**src/hw/rtl/ccpt_pkg.sv**
```systemverilog
package ccpt_pkg;

	localparam int AXES   = 3;
	localparam int AX_W   = $clog2(AXES);
	localparam int ZAXIS  = 2;
	localparam int PER_W  = 7;
	localparam int POS_W  = 21;
	localparam int VEL_W  = 26;
	localparam int TIME_W = 20;
	localparam int FRAC   = 24;
	localparam int U_W    = FRAC + 1;
	localparam int DIV_W  = 34;
	localparam int DCNT_W = 6;
	localparam int IDX_W  = 2;
	localparam int MAG_W  = 22;

	localparam logic [TIME_W-1:0] TIME_MAX    = '1;
	localparam logic [TIME_W-1:0] DUR_RESET   = 20'd5000;
	localparam logic [TIME_W-1:0] MIN_STOP_MS = 20'd1000;
	localparam logic signed [23:0] POS_LIM    = 24'sd1000000;
	localparam logic [DIV_W-1:0] VEL_LIM      = 34'd33554431;
	localparam logic [DIV_W-1:0] SLOW_UM_S    = 34'd100;
	localparam logic signed [POS_W-1:0] ZMIN_UM = 21'sd15000;
	localparam logic [43:0] RADIUS_SQ         = 44'd731025000000;

	localparam logic [IDX_W-1:0] REG_TARGET_X = 2'd0;
	localparam logic [IDX_W-1:0] REG_TARGET_Y = 2'd1;
	localparam logic [IDX_W-1:0] REG_TARGET_Z = 2'd2;
	localparam logic [IDX_W-1:0] REG_DURATION = 2'd3;

endpackage

```
**src/hw/rtl/ccpt_div.sv**
```systemverilog
// restoring divider, one quotient bit per cycle
module ccpt_div (
	input  logic                             clk,
	input  logic                             arst_n,
	input  logic                             start,
	input  logic [ccpt_pkg::TIME_W-1:0]      rem_init,
	input  logic [ccpt_pkg::DIV_W-1:0]       num,
	input  logic [ccpt_pkg::DCNT_W-1:0]      steps,
	input  logic [ccpt_pkg::TIME_W-1:0]      divisor,
	output logic                             done,
	output logic [ccpt_pkg::DIV_W-1:0]       quot
);

	logic [ccpt_pkg::TIME_W-1:0] rem_q;
	logic [ccpt_pkg::DIV_W-1:0]  num_q;
	logic [ccpt_pkg::DIV_W-1:0]  quot_q;
	logic [ccpt_pkg::DCNT_W-1:0] cnt_q;
	logic                        busy_q;
	logic                        done_q;
	logic [ccpt_pkg::TIME_W:0]   trial;
	logic [ccpt_pkg::TIME_W:0]   diff;
	logic                        ge;

	assign trial = {rem_q, num_q[ccpt_pkg::DIV_W-1]};
	assign ge    = trial >= {1'b0, divisor};
	assign diff  = trial - {1'b0, divisor};

	always_ff @(posedge clk or negedge arst_n) begin
		if (!arst_n) begin
			busy_q <= 1'b0;
			done_q <= 1'b0;
			cnt_q  <= '0;
		end else begin
			done_q <= !start && busy_q && (cnt_q == ccpt_pkg::DCNT_W'(1));
			if (start) begin
				busy_q <= 1'b1;
				cnt_q  <= steps;
			end else if (busy_q) begin
				cnt_q <= cnt_q - 1'b1;
				if (cnt_q == ccpt_pkg::DCNT_W'(1))
					busy_q <= 1'b0;
			end
		end
	end

	always_ff @(posedge clk) begin
		if (start) begin
			rem_q  <= rem_init;
			num_q  <= num;
			quot_q <= '0;
		end else if (busy_q) begin
			rem_q  <= ge ? diff[ccpt_pkg::TIME_W-1:0] : trial[ccpt_pkg::TIME_W-1:0];
			num_q  <= {num_q[ccpt_pkg::DIV_W-2:0], 1'b0};
			quot_q <= {quot_q[ccpt_pkg::DIV_W-2:0], ge};
		end
	end

	assign done = done_q;
	assign quot = quot_q;

endmodule

```
**src/hw/rtl/cubic_point_to_point_trajectory_top.sv**
```systemverilog
// Each input transaction runs in order: a 25-step time ratio divide, 25-step square and
// cube multiplies, then per axis 22 multiply steps plus 34 divide steps. One item in
// flight: a new tick is taken only in idle, after the last result has gone to the output
// register, which waits while m_tvalid is high and m_tready low. The divider is shared.
// Reset (arst_n, async): idle, elapsed time 0, start point 0, targets 0, duration 5000 ms.
module cubic_point_to_point_trajectory_top (
	input  logic         clk,
	input  logic         arst_n,
	// config write port
	input  logic         cfg_we,
	input  logic [1:0]   cfg_idx,
	input  logic [20:0]  cfg_data,
	// tick in
	input  logic         s_tvalid,
	output logic         s_tready,
	input  logic [71:0]  s_tdata,  // period_ms[6:0], current_x, current_y, current_z, pad
	// trajectory out
	output logic         m_tvalid,
	input  logic         m_tready,
	output logic [143:0] m_tdata,  // pos_x, pos_y, pos_z, vel_x, vel_y, vel_z, pad
	output logic         m_tlast,  // finished
	output logic         m_tuser   // target_invalid
);

	localparam int A  = ccpt_pkg::AXES;
	localparam int PW = ccpt_pkg::POS_W;
	localparam int VW = ccpt_pkg::VEL_W;
	localparam int TW = ccpt_pkg::TIME_W;
	localparam int UW = ccpt_pkg::U_W;
	localparam int MW = ccpt_pkg::MAG_W;

	typedef enum logic [3:0] {
		ST_IDLE, ST_DIVU_GO, ST_DIVU, ST_SQ, ST_CU, ST_HG,
		ST_AX_LD, ST_AX, ST_AX_END, ST_DIVV, ST_DONE
	} state_t;

	state_t state_q;

	// config and motion state
	logic signed [PW-1:0] target_q [A];
	logic [TW-1:0]        dur_q;
	logic [TW-1:0]        el_q;
	logic signed [PW-1:0] start_q [A];
	logic                 in_motion_q;

	// shared arithmetic
	logic [UW-1:0]        u_q, u2_q, u3_q, h_q, mq_q;
	logic [34:0]          g6_q;
	logic [2*UW-1:0]      acc_q;
	logic [4:0]           cnt_q;
	logic [ccpt_pkg::AX_W-1:0] ax_q;
	logic [MW-1:0]        md_q, mt_q, tabs_q;
	logic                 dneg_q;
	logic [46:0]          accp_q;
	logic [56:0]          accv_q;
	logic [41:0]          accs_q;
	logic [43:0]          sum_q;
	logic                 slow_q;
	logic signed [PW-1:0] pos_q [A];
	logic signed [VW-1:0] vel_q [A];

	// output register
	logic                 m_tvalid_q;
	logic [143:0]         m_tdata_q;
	logic                 m_tlast_q;
	logic                 m_tuser_q;

	// divider hookup
	logic                        div_go_q;
	logic [TW-1:0]               div_rem_q;
	logic [ccpt_pkg::DIV_W-1:0]  div_num_q;
	logic [ccpt_pkg::DCNT_W-1:0] div_steps_q;
	logic                        div_done;
	logic [ccpt_pkg::DIV_W-1:0]  div_quot;

	// clamp a latched start point to the position range
	function automatic logic signed [PW-1:0] sat_pos(logic signed [PW-1:0] p);
		if (p > ccpt_pkg::POS_LIM)
			return PW'(ccpt_pkg::POS_LIM);
		if (p < -ccpt_pkg::POS_LIM)
			return PW'(-ccpt_pkg::POS_LIM);
		return p;
	endfunction

	ccpt_div u_div (
		.clk      (clk),
		.arst_n   (arst_n),
		.start    (div_go_q),
		.rem_init (div_rem_q),
		.num      (div_num_q),
		.steps    (div_steps_q),
		.divisor  (dur_q),
		.done     (div_done),
		.quot     (div_quot)
	);

	logic          s_acc;
	logic [TW:0]   el_sum;
	logic [TW-1:0] tau;
	logic [UW-1:0] mcand;
	logic [2*UW-1:0] acc_nxt;
	logic [26:0]   h_w;
	logic [UW-1:0] g_w;
	logic [37:0]   g6_w;
	logic signed [MW-1:0] d_w;
	logic signed [MW-1:0] t_w;
	logic [23:0]   rp_w;
	logic signed [23:0] p_w;
	logic [57:0]   nv_w;
	logic [ccpt_pkg::DIV_W-1:0] vq_w;
	logic signed [VW-1:0] v_w;
	logic          last_ax;
	logic          invalid_w;
	logic          fin_w;
	logic          out_free;

	assign s_tready = (state_q == ST_IDLE);
	assign s_acc    = s_tvalid && s_tready;
	assign el_sum   = (in_motion_q ? {1'b0, el_q} : '0) + (TW+1)'(s_tdata[6:0]);
	assign tau      = (el_q < dur_q) ? el_q : dur_q;

	// MSB-first shift-add multiply for the square and the cube
	assign mcand   = (state_q == ST_SQ) ? u_q : u2_q;
	assign acc_nxt = {acc_q[2*UW-2:0], 1'b0} + (mq_q[UW-1] ? (2*UW)'(mcand) : '0);

	assign h_w  = 27'(3 * u2_q) - 27'(2 * u3_q);
	assign g_w  = u_q - u2_q;
	// times 6000 = 4096 + 2048 - 128 - 16
	assign g6_w = (38'(g_w) << 12) + (38'(g_w) << 11) - (38'(g_w) << 7) - (38'(g_w) << 4);

	assign d_w = MW'(target_q[ax_q]) - MW'(start_q[ax_q]);
	assign t_w = MW'(target_q[ax_q]);

	// round half away from zero on the position term
	assign rp_w = 24'((accp_q + 47'(1 << 23)) >> ccpt_pkg::FRAC);
	assign p_w  = 24'(start_q[ax_q]) + (dneg_q ? -$signed(rp_w) : $signed(rp_w));
	assign nv_w = (58'(accv_q) + (58'(dur_q) << 23)) >> ccpt_pkg::FRAC;

	assign vq_w = (div_quot > ccpt_pkg::VEL_LIM) ? ccpt_pkg::VEL_LIM : div_quot;
	assign v_w  = dneg_q ? -$signed(VW'(vq_w)) : $signed(VW'(vq_w));

	assign last_ax   = (ax_q == ccpt_pkg::AX_W'(A - 1));
	assign invalid_w = (sum_q > ccpt_pkg::RADIUS_SQ) ||
		(target_q[ccpt_pkg::ZAXIS] < ccpt_pkg::ZMIN_UM);
	assign fin_w     = (el_q >= dur_q) ||
		((invalid_w || slow_q) && (el_q > ccpt_pkg::MIN_STOP_MS));
	assign out_free  = !m_tvalid_q || m_tready;

	always_ff @(posedge clk or negedge arst_n) begin
		if (!arst_n) begin
			for (int i = 0; i < A; i++) begin
				target_q[i] <= '0;
				start_q[i]  <= '0;
			end
			dur_q       <= ccpt_pkg::DUR_RESET;
			el_q        <= '0;
			in_motion_q <= 1'b0;
			state_q     <= ST_IDLE;
			m_tvalid_q  <= 1'b0;
			div_go_q    <= 1'b0;
		end else begin
			// divider kicks off for the time ratio and for each axis velocity, unless the duration is zero
			div_go_q <= (dur_q != '0) && ((state_q == ST_DIVU_GO) || (state_q == ST_AX_END));
			if (m_tvalid_q && m_tready && (state_q != ST_DONE))
				m_tvalid_q <= 1'b0;
			if (cfg_we) begin
				unique case (cfg_idx)
					ccpt_pkg::REG_TARGET_X: target_q[0] <= cfg_data;
					ccpt_pkg::REG_TARGET_Y: target_q[1] <= cfg_data;
					ccpt_pkg::REG_TARGET_Z: target_q[2] <= cfg_data;
					ccpt_pkg::REG_DURATION: dur_q <= cfg_data[TW-1:0];
					default: ;
				endcase
			end
			unique case (state_q)
				ST_IDLE: begin
					if (s_acc) begin
						if (!in_motion_q) begin
							start_q[0] <= s_tdata[27:7];
							start_q[1] <= s_tdata[48:28];
							start_q[2] <= s_tdata[69:49];
						end
						el_q        <= el_sum[TW] ? ccpt_pkg::TIME_MAX : el_sum[TW-1:0];
						in_motion_q <= 1'b1;
						state_q     <= ST_DIVU_GO;
					end
				end
				ST_DIVU_GO: begin
					acc_q <= '0;
					cnt_q <= 5'(UW);
					if (dur_q == '0) begin
						// zero duration: ratio pinned at one
						u_q     <= UW'(1) << ccpt_pkg::FRAC;
						mq_q    <= UW'(1) << ccpt_pkg::FRAC;
						state_q <= ST_SQ;
					end else begin
						// tau <= T, so the upper quotient bits are zero
						div_rem_q   <= tau >> 1;
						div_num_q   <= {tau[0], 33'b0};
						div_steps_q <= ccpt_pkg::DCNT_W'(UW);
						state_q     <= ST_DIVU;
					end
				end
				ST_DIVU: begin
					if (div_done) begin
						u_q     <= div_quot[UW-1:0];
						mq_q    <= div_quot[UW-1:0];
						state_q <= ST_SQ;
					end
				end
				ST_SQ: begin
					if (cnt_q == 5'd1) begin
						u2_q    <= acc_nxt[48:24];
						acc_q   <= '0;
						mq_q    <= u_q;
						cnt_q   <= 5'(UW);
						state_q <= ST_CU;
					end else begin
						acc_q <= acc_nxt;
						mq_q  <= mq_q << 1;
						cnt_q <= cnt_q - 1'b1;
					end
				end
				ST_CU: begin
					acc_q <= acc_nxt;
					mq_q  <= mq_q << 1;
					cnt_q <= cnt_q - 1'b1;
					if (cnt_q == 5'd1) begin
						u3_q    <= acc_nxt[48:24];
						state_q <= ST_HG;
					end
				end
				ST_HG: begin
					h_q     <= h_w[UW-1:0];
					g6_q    <= g6_w[34:0];
					ax_q    <= '0;
					slow_q  <= 1'b1;
					sum_q   <= '0;
					state_q <= ST_AX_LD;
				end
				ST_AX_LD: begin
					dneg_q  <= d_w[MW-1];
					md_q    <= d_w[MW-1] ? MW'(-d_w) : MW'(d_w);
					tabs_q  <= t_w[MW-1] ? MW'(-t_w) : MW'(t_w);
					mt_q    <= t_w[MW-1] ? MW'(-t_w) : MW'(t_w);
					accp_q  <= '0;
					accv_q  <= '0;
					accs_q  <= '0;
					cnt_q   <= 5'(MW);
					state_q <= ST_AX;
				end
				ST_AX: begin
					// one bit of |d| and |t| per cycle
					accp_q <= {accp_q[45:0], 1'b0} + (md_q[MW-1] ? 47'(h_q) : '0);
					accv_q <= {accv_q[55:0], 1'b0} + (md_q[MW-1] ? 57'(g6_q) : '0);
					accs_q <= {accs_q[40:0], 1'b0} + (mt_q[MW-1] ? 42'(tabs_q) : '0);
					md_q   <= md_q << 1;
					mt_q   <= mt_q << 1;
					cnt_q  <= cnt_q - 1'b1;
					if (cnt_q == 5'd1)
						state_q <= ST_AX_END;
				end
				ST_AX_END: begin
					if (p_w > ccpt_pkg::POS_LIM)
						pos_q[ax_q] <= PW'(ccpt_pkg::POS_LIM);
					else if (p_w < -ccpt_pkg::POS_LIM)
						pos_q[ax_q] <= PW'(-ccpt_pkg::POS_LIM);
					else
						pos_q[ax_q] <= p_w[PW-1:0];
					sum_q <= sum_q + 44'(accs_q);
					if (dur_q == '0) begin
						vel_q[ax_q] <= '0;
						ax_q        <= ax_q + 1'b1;
						state_q     <= last_ax ? ST_DONE : ST_AX_LD;
					end else begin
						div_rem_q   <= '0;
						div_num_q   <= nv_w[ccpt_pkg::DIV_W-1:0];
						div_steps_q <= ccpt_pkg::DCNT_W'(ccpt_pkg::DIV_W);
						state_q     <= ST_DIVV;
					end
				end
				ST_DIVV: begin
					if (div_done) begin
						vel_q[ax_q] <= v_w;
						if (div_quot >= ccpt_pkg::SLOW_UM_S)
							slow_q <= 1'b0;
						ax_q    <= ax_q + 1'b1;
						state_q <= last_ax ? ST_DONE : ST_AX_LD;
					end
				end
				ST_DONE: begin
					if (out_free) begin
						m_tvalid_q  <= 1'b1;
						in_motion_q <= !fin_w;
						state_q     <= ST_IDLE;
					end
				end
				default: state_q <= ST_IDLE;
			endcase
		end
	end

	// result payload; an invalid target holds the start point at rest
	always_ff @(posedge clk) begin
		if (state_q == ST_DONE && out_free) begin
			m_tdata_q <= {3'b0,
				invalid_w ? VW'(0) : vel_q[2],
				invalid_w ? VW'(0) : vel_q[1],
				invalid_w ? VW'(0) : vel_q[0],
				invalid_w ? sat_pos(start_q[2]) : pos_q[2],
				invalid_w ? sat_pos(start_q[1]) : pos_q[1],
				invalid_w ? sat_pos(start_q[0]) : pos_q[0]};
			m_tlast_q <= fin_w;
			m_tuser_q <= invalid_w;
		end
	end

	assign m_tvalid = m_tvalid_q;
	assign m_tdata  = m_tdata_q;
	assign m_tlast  = m_tlast_q;
	assign m_tuser  = m_tuser_q;

endmodule
```
**config.mk**
```make
export PLATFORM = sky130hd
export DESIGN_NAME = cubic_point_to_point_trajectory_top
export DESIGN_NICKNAME = d
export VERILOG_FILES = /design/src/hw/rtl/ccpt_pkg.sv /design/src/hw/rtl/ccpt_div.sv /design/src/hw/rtl/cubic_point_to_point_trajectory_top.sv
export SDC_FILE = /design/constraint.sdc
export NUM_CORES = 2
export LEC_CHECK = 0
export BUFFER_PORTS_ARGS = -buffer_cell sky130_fd_sc_hd__buf_2
export CORE_UTILIZATION = 35
export DETAILED_ROUTE_END_ITERATION = 8
export HOLD_SLACK_MARGIN = 0.12
export PLACE_DENSITY = 0.51
export SETUP_SLACK_MARGIN = 0.1
export SLEW_MARGIN = 20
export SYNTH_ARGS = -nofsm -noshare
export SYNTH_HDL_FRONTEND = slang
export SYNTH_SLANG_ARGS = --single-unit
```
**constraint.sdc**
```tcl
create_clock -name clk -period 7.25 [get_ports clk]
set_input_delay 1.8125 -clock clk [delete_from_list [all_inputs] [get_ports clk]]
set_output_delay 1.8125 -clock clk [all_outputs]
set_load 0.005 [all_outputs]
```
==> Yosys cells after proc, flatten, opt, wreduce, memory -nomap -nowiden <==
Memories as Yosys holds them, arrays and structs flattened. A register that Yosys moved wholly into a read port is not among the register bits.
Index checks and enable logic that the tools add are counted.
{ "totals": {"wordCells": 303, "n_memories": 2, "mem_bits_rw": 141, "out_inout_bits": 148, "register_bits": 866, "inputBits": 100} }
{ "mem_list": {"columns": ["memory", "words", "width", "rd", "rd_clocked_by_memory_dff", "write_ports", "line_no", "text"], "rows": [
  ["vel_q", 3, 26, 3, 3, 1, "cubic_point_to_point_trajectory_top.sv:60", "logic signed [VW-1:0] vel_q [A];"],
  ["pos_q", 3, 21, 3, 0, 1, "cubic_point_to_point_trajectory_top.sv:59", "logic signed [PW-1:0] pos_q [A];"]
]} }
{ "classes": {"add_sub_neg": 23, "n_eq_ne": 29, "n_mul": 1, "bitwise_logic": 5, "mux": 126, "reduce_logical": 58, "n_lt_le_gt_ge": 17} }
{ "ops": {"columns": ["op", "n"], "rows": [
  ["21-bit 2-to-1 mux", 21],
  ["20-bit 2-to-1 mux", 8],
  ["25-bit 2-to-1 mux", 6],
  ["48-bit case mux with 3 select lines", 1],
  ["34-bit 2-to-1 mux", 4],
  ["57-bit case mux with 2 select lines", 1],
  ["25-bit case mux with 4 select lines", 1],
  ["47-bit case mux with 2 select lines", 1],
  ["22-bit case mux with 2 select lines", 2],
  ["44-bit case mux with 2 select lines", 1],
  ["21-bit binary-select mux with 2-bit select", 2],
  ["42-bit case mux with 2 select lines", 1],
  ["26-bit 2-to-1 mux", 3],
  ["34-bit case mux with 2 select lines", 1],
  ["22-bit 2-to-1 mux", 3],
  ["21-bit > comparator, second input constant", 3],
  ["21-bit less-than comparator, second input constant", 3],
  ["57-bit by 43-bit adder with 58-bit output", 1],
  ["57-bit by 35-bit adder with 57-bit output", 1],
  ["25-bit case mux with 2 select lines", 1],
  ["25-bit subtractor", 2],
  ["49-bit by 25-bit adder with 49-bit output", 1],
  ["48-bit 2-to-1 mux", 1],
  ["47-bit by 24-bit adder with 47-bit output, second input constant", 1],
  ["other kinds (71)", 189]
]} }

==> Logic depth before layout (Yosys ltp) <==
{ "depth": {"ltp_word": 13, "depth_mapped": 27, "ltp_nobuf": 27} }

==> Cells and area by module <==
From an unflattened synthesis, not the netlist that was laid out.
{ "hier_totals": {"hier_cells": 6182, "hier_area_um2": 64878.5} }
{ "modules_own_cells": {"columns": ["mod", "area_each_um2", "n_inst", "seq_area_each_um2", "cells_each"], "rows": [
  ["cubic_point_to_point_trajectory_top", 59667.2, 1, 28448.5, 5688],
  ["ccpt_div", 5211.2, 1, 2502.4, 494]
]} }

==> Worst setup path before layout <==
Ideal clock, no wire load.
{ "synth_timing": {"path_kind": "input-to-reg", "from": "input m_tready", "to": "register in_motion_q", "stages": 3, "n_path_buf": 0, "setup_time_ns": 0.410, "arrival_ns": 8.614, "required_time_ns": 6.840, "setup_slack_ns": -1.775, "cell_sequence": "nand2b_1 nor2b_1 a21oi_1"} }
{ "synth_via": {"elab_chain_cells": 3} }
{ "synth_lines": {"columns": ["item", "line_no", "text"], "rows": [
  ["start, declared", "cubic_point_to_point_trajectory_top.sv:19", "input logic m_tready,"],
  ["1-bit logical OR", "cubic_point_to_point_trajectory_top.sv:147", "assign out_free = !m_tvalid_q || m_tready;"],
  ["2-bit != test (no source line)", null, null],
  ["3-bit AND reduction (no source line)", null, null],
  ["end signal, assigned", "cubic_point_to_point_trajectory_top.sv:294", "in_motion_q <= !fin_w;"],
  ["end, declared", "cubic_point_to_point_trajectory_top.sv:44", "logic in_motion_q;"]
]} }
Every way passes these cells.
A chain may end at the register's enable or synchronous reset.

==> Worst setup path after layout <==
{ "layout_timing": {"from": "register u_q[1]", "to": "register g6_q[34], data pin"} }
{ "layout_via": {"elab_chain_cells": 4} }
{ "layout_lines": {"columns": ["item", "line_no", "text"], "rows": [
  ["start, declared", "cubic_point_to_point_trajectory_top.sv:47", "logic [UW-1:0] u_q, u2_q, u3_q, h_q, mq_q;"],
  ["start signal, assigned", "cubic_point_to_point_trajectory_top.sv:193", "u_q <= UW'(1) << ccpt_pkg::FRAC;"],
  ["start signal, assigned", "cubic_point_to_point_trajectory_top.sv:206", "u_q <= div_quot[UW-1:0];"],
  ["25-bit subtractor (*)", "cubic_point_to_point_trajectory_top.sv:127", "assign g_w = u_q - u2_q;"],
  ["35-bit adder", "cubic_point_to_point_trajectory_top.sv:129", "assign g6_w = (38'(g_w) << 12) + (38'(g_w) << 11) - (38'(g_w) << 7) - (38'(g_w) << 4);"],
  ["35-bit by 32-bit subtractor with 35-bit output", "cubic_point_to_point_trajectory_top.sv:129", null],
  ["35-bit by 29-bit subtractor with 35-bit output (*)", "cubic_point_to_point_trajectory_top.sv:129", null],
  ["net g6_w[34]", "cubic_point_to_point_trajectory_top.sv:104", "logic [37:0] g6_w;"],
  ["end signal, assigned", "cubic_point_to_point_trajectory_top.sv:235", "g6_q <= g6_w[34:0];"],
  ["end, declared", "cubic_point_to_point_trajectory_top.sv:48", "logic [34:0] g6_q;"]
]} }
The timed path passes the listed nets; every way through them passes the cells marked *.

==> key figures <==
Clock tree
  – TritonCTS clock tree: yes
  – Post-CTS sizing: 0
  – Clk Latency, worst-skew pair: 0.79 ns
  – CTS sink count: 1072
  – H-tree depth: 4
  – CTS root buf: clkbuf_16
  – Num CTS Buffers: 132
  – Clk slew on worst S/H paths: 0.06 ns
  – Clk buf depth: 3
  – Setup Fix Bufs, Post-CTS: 0
  – CTS Hold Bufs: 0

Synthesis
  – FFs w/ async S/R, synth: 16.9%
  – Mapped Cells: 5928
  – Seq/Total Area, Yosys: 49.0%
  – Synth top area share: 40.7%
  – Area leader, netlist: edfxtp_1
  – Number of synthesized register bits: 1072
  – Synth Area in Simple Gates: 15.0%
  – Synth Area in Adders: 9.52%
  – Top FF cell, synth: edfxtp_1
  – Syn Area/Cell: 10.7 um^2
  – Post-synthesis compound-gate area fraction: 12.7%
  – Largest family of logic cells by synthesized area: simple AND/OR/NAND/NOR gates
  – Post-synth EDFFs: 857
  – Post-synth cell types: 82
  – Synth warn: 0
  – Cell Area, Synth: 0.0632 mm^2
  – Mux cell area share after synthesis: 5.14%
  – XOR/XNOR share of the synthesized area: 5.64%
  – Largest cells by area after synthesis: edfxtp_1 (41%), ha_1 (7.1%), dfrtp_1 (7.0%)

Status
  – Status: complete, no violations

Final layout
  – Non-Filler Instances: 8649
  – Final net count: 6718
  – Most frequent cells in the layout: edfxtp_1 (857), nor2_1 (556), nand2_1 (444), a21oi_1 (372), ha_1 (360)
  – Layout cells sized above 1: 12.6%
  – Layout area overhead: 13.7%
  – Commonest non-fill, non-tap cell in the layout: edfxtp_1
  – Fillers: 17398

Route
  – Metal2 WL: 79700 um
  – WL final: 167000 um
  – WL met3: 5610 um
  – Vias: 44947
  – Remaining antenna violation count after routing: 0
  – Post-route DRC violation count: 0
  – Drt first pass iters: 5
  – Initial DRC count: 3019
  – Uppermost layer routed: met4
  – DRT met1 WL: 77300 um
  – WL/cell: 19.3 um
  – DR vias/cell: 5.20

Power and ir drop
  – VDD IR max: 0.000196 V
  – Pleak: 0.0290 uW
  – Total power: 24700 uW
  – Pwr dens: 344 mW/mm^2

STA
  – Setup Viol. Count Final: 0
  – Final Hold Fails: 0
  – Max-slew violations: 0
  – Tmin final: 6.50 ns
  – Worst hold slack: 0.488 ns
  – Tcrit/Tclk final: 89.7%
  – Fmax achieved: 0.154 GHz
  – Setup TNS: 0 ns
  – Least-Margin Pin Slew: 1.10 ns
  – RSZ-0062 raised after global routing: false
  – Slew HR: 26.1%
  – Fin Clk Skew: 0.0582 ns

Die
  – Core footprint: 0.179 mm^2
  – Starting density of the core: 35.3%
  – Die Width: 427 um
  – Die Y: 427 um
  – Rows: 155
  – Top-Level Pins: 248
  – Die area: 0.182 mm^2

Critical path
  – Worst EP required: 7.73 ns
  – CP Capture Type: flip-flop
  – Crit path launch: u_q[1]$_SDFFCE_PN0P_
  – R2R setup slack: 0.75 ns
  – CP Launch Type: flip-flop
  – Worst flop-to-flop path startpoint: u_q[1]$_SDFFCE_PN0P_
  – CP Max Fanout: 6
  – R2R cell count: 23
  – CP Class: reg -> reg
  – WP data arrival: 6.98 ns

Worst hold path
  – HP Class: reg -> reg
  – Hold path start: div_steps_q[1]$_DFFE_PP_
  – Min-Delay Path Depth: 2

Global routing
  – Aggregate global-route resource usage: 18.1%
  – First-pass GRT wire length: 259000 um
  – Largest net degree at the start of global routing: 179
  – Initial antenna violation count: 12
  – Vias in the first global route: 44085
  – Total grt overflow: 0

Place
  – # port buffers: 242
  – Cell count after placement: 8405
  – GPL Wtd Cong: 0.870
  – Hpwl dp: 121000 um

Job
  – Max-Cap Viols: 0
==> area by class of cell <==
| type | count | area, um^2 | area share, % |
|---|---|---|---|
| flip-flops and latches | 1072 | 31000 | 43.1 |
| well taps | 2355 | 2950 | 4.10 |
| repair buffers | 318 | 1830 | 2.55 |
| multi-input cells | 4374 | 30600 | 42.5 |
| inverters | 286 | 1070 | 1.49 |
| diodes | 3 | 7.51 | 0.0105 |
| clock buffers | 169 | 3590 | 4.99 |
| clock inverters | 72 | 873 | 1.22 |
==> flip-flops by register name, summed over array words and instances, names as in the netlist, 42 cells and up <==
signal and cells:
acc_q 48, accp_q 47, accs_q 42, accv_q 53
m_tdata 141, pos_q 63, start_q 63, sum_q 44
target_q 63, vel_q 78
==> kinds of logic (layout without fill, tap and decap cells) <==
group	after synthesis	after routing
xor gates and xnor gates	407	407
other	1	7
muxes	299	299
AOI/OAI and AO/OA	1288	1288
and+or+nand+nor	1939	1939
DFF	1072	1072
adders and majority gates	437	437
buffers and inverters	485	845
==> Yosys cell counts, types with 21 or more instances <==
| cell | count |
|---|---|
| a211oi_1 | 36 |
| a21boi_0 | 38 |
| a21o_1 | 158 |
| a21oi_1 | 374 |
| a221o_1 | 29 |
| a31oi_1 | 47 |
| and2_1 | 252 |
| and3_1 | 60 |
| clkbuf_1 | 169 |
| dfrtp_1 | 176 |
| dfxtp_1 | 34 |
| edfxtp_1 | 857 |
| fa_1 | 74 |
| ha_1 | 360 |
| inv_1 | 284 |
| mux2_2 | 202 |
| mux2i_1 | 97 |
| nand2_1 | 445 |
| nand2b_1 | 50 |
| nand3_1 | 99 |
| nand4_1 | 53 |
| nor2_1 | 558 |
| nor2b_1 | 74 |
| nor3_1 | 128 |
| nor3b_1 | 21 |
| nor4_1 | 48 |
| o21a_1 | 43 |
| o21ai_0 | 336 |
| o21bai_1 | 41 |
| o31ai_1 | 40 |
| or2_2 | 25 |
| or3_1 | 56 |
| or4_1 | 24 |
| xnor2_1 | 209 |
| xor2_1 | 198 |
==> critical path, stage by stage, from the launching register on <==
cell	delay, ns
edfxtp_1	0.53
ha_1	0.34
a21o_1	0.18
a21o_1	0.22
a211o_1	0.32
a2111o_1	0.42
a31oi_1	0.37
o211ai_1	0.17
a21oi_1	0.20
xnor2_1	0.19
inv_1	0.17
fa_1	0.58
fa_1	0.44
ha_1	0.39
o21ai_0	0.12
nand2_1	0.09
and3_1	0.18
nand3_1	0.11
or2_2	0.33
a31o_2	0.28
a21oi_1	0.16
xnor2_1	0.15
xnor2_1	0.11
xnor2_1	0.15
==> metal layers <==
layer,vias up,global-route usage [%]
met5,-,0
met2,785,30.1
met4,0,4.83
li1,22026,-
met1,21941,24.7
met3,195,2.40
==> per-stage QoR <==
step	cell area, um^2	utilization [%]	worst slack, ns
5_1_grt	71800	40.2	0.208
2_1_floorplan	63200	-	0.409
6_report	71800	40.2	0.749
3_3_place_gp	67400	37.7	0.788
3_5_place_dp	67400	37.7	0.779
4_1_cts	71800	40.2	0.708
==> path summary, 6_finish.rpt <==
check,endpoint
max,g6_q[34]$_DFFE_PP_
min,u_div.cnt_q[1]$_DFFE_PN0P_
max reg2reg,g6_q[34]$_DFFE_PP_
min reg2reg,u_div.cnt_q[1]$_DFFE_PN0P_
max in group asynchronous,el_q[4]$_DFFE_PN0P_
min in group asynchronous,el_q[1]$_DFFE_PN0P_
==> power breakdown <==
part           internal (uW)  switching, uW  total, uW
sequential              8210            892       9100
clock                   4000           2760       6770
combinational           3620           5230       8850
total                  15800           8880      24700
Power figures use the tool's default switching activity.
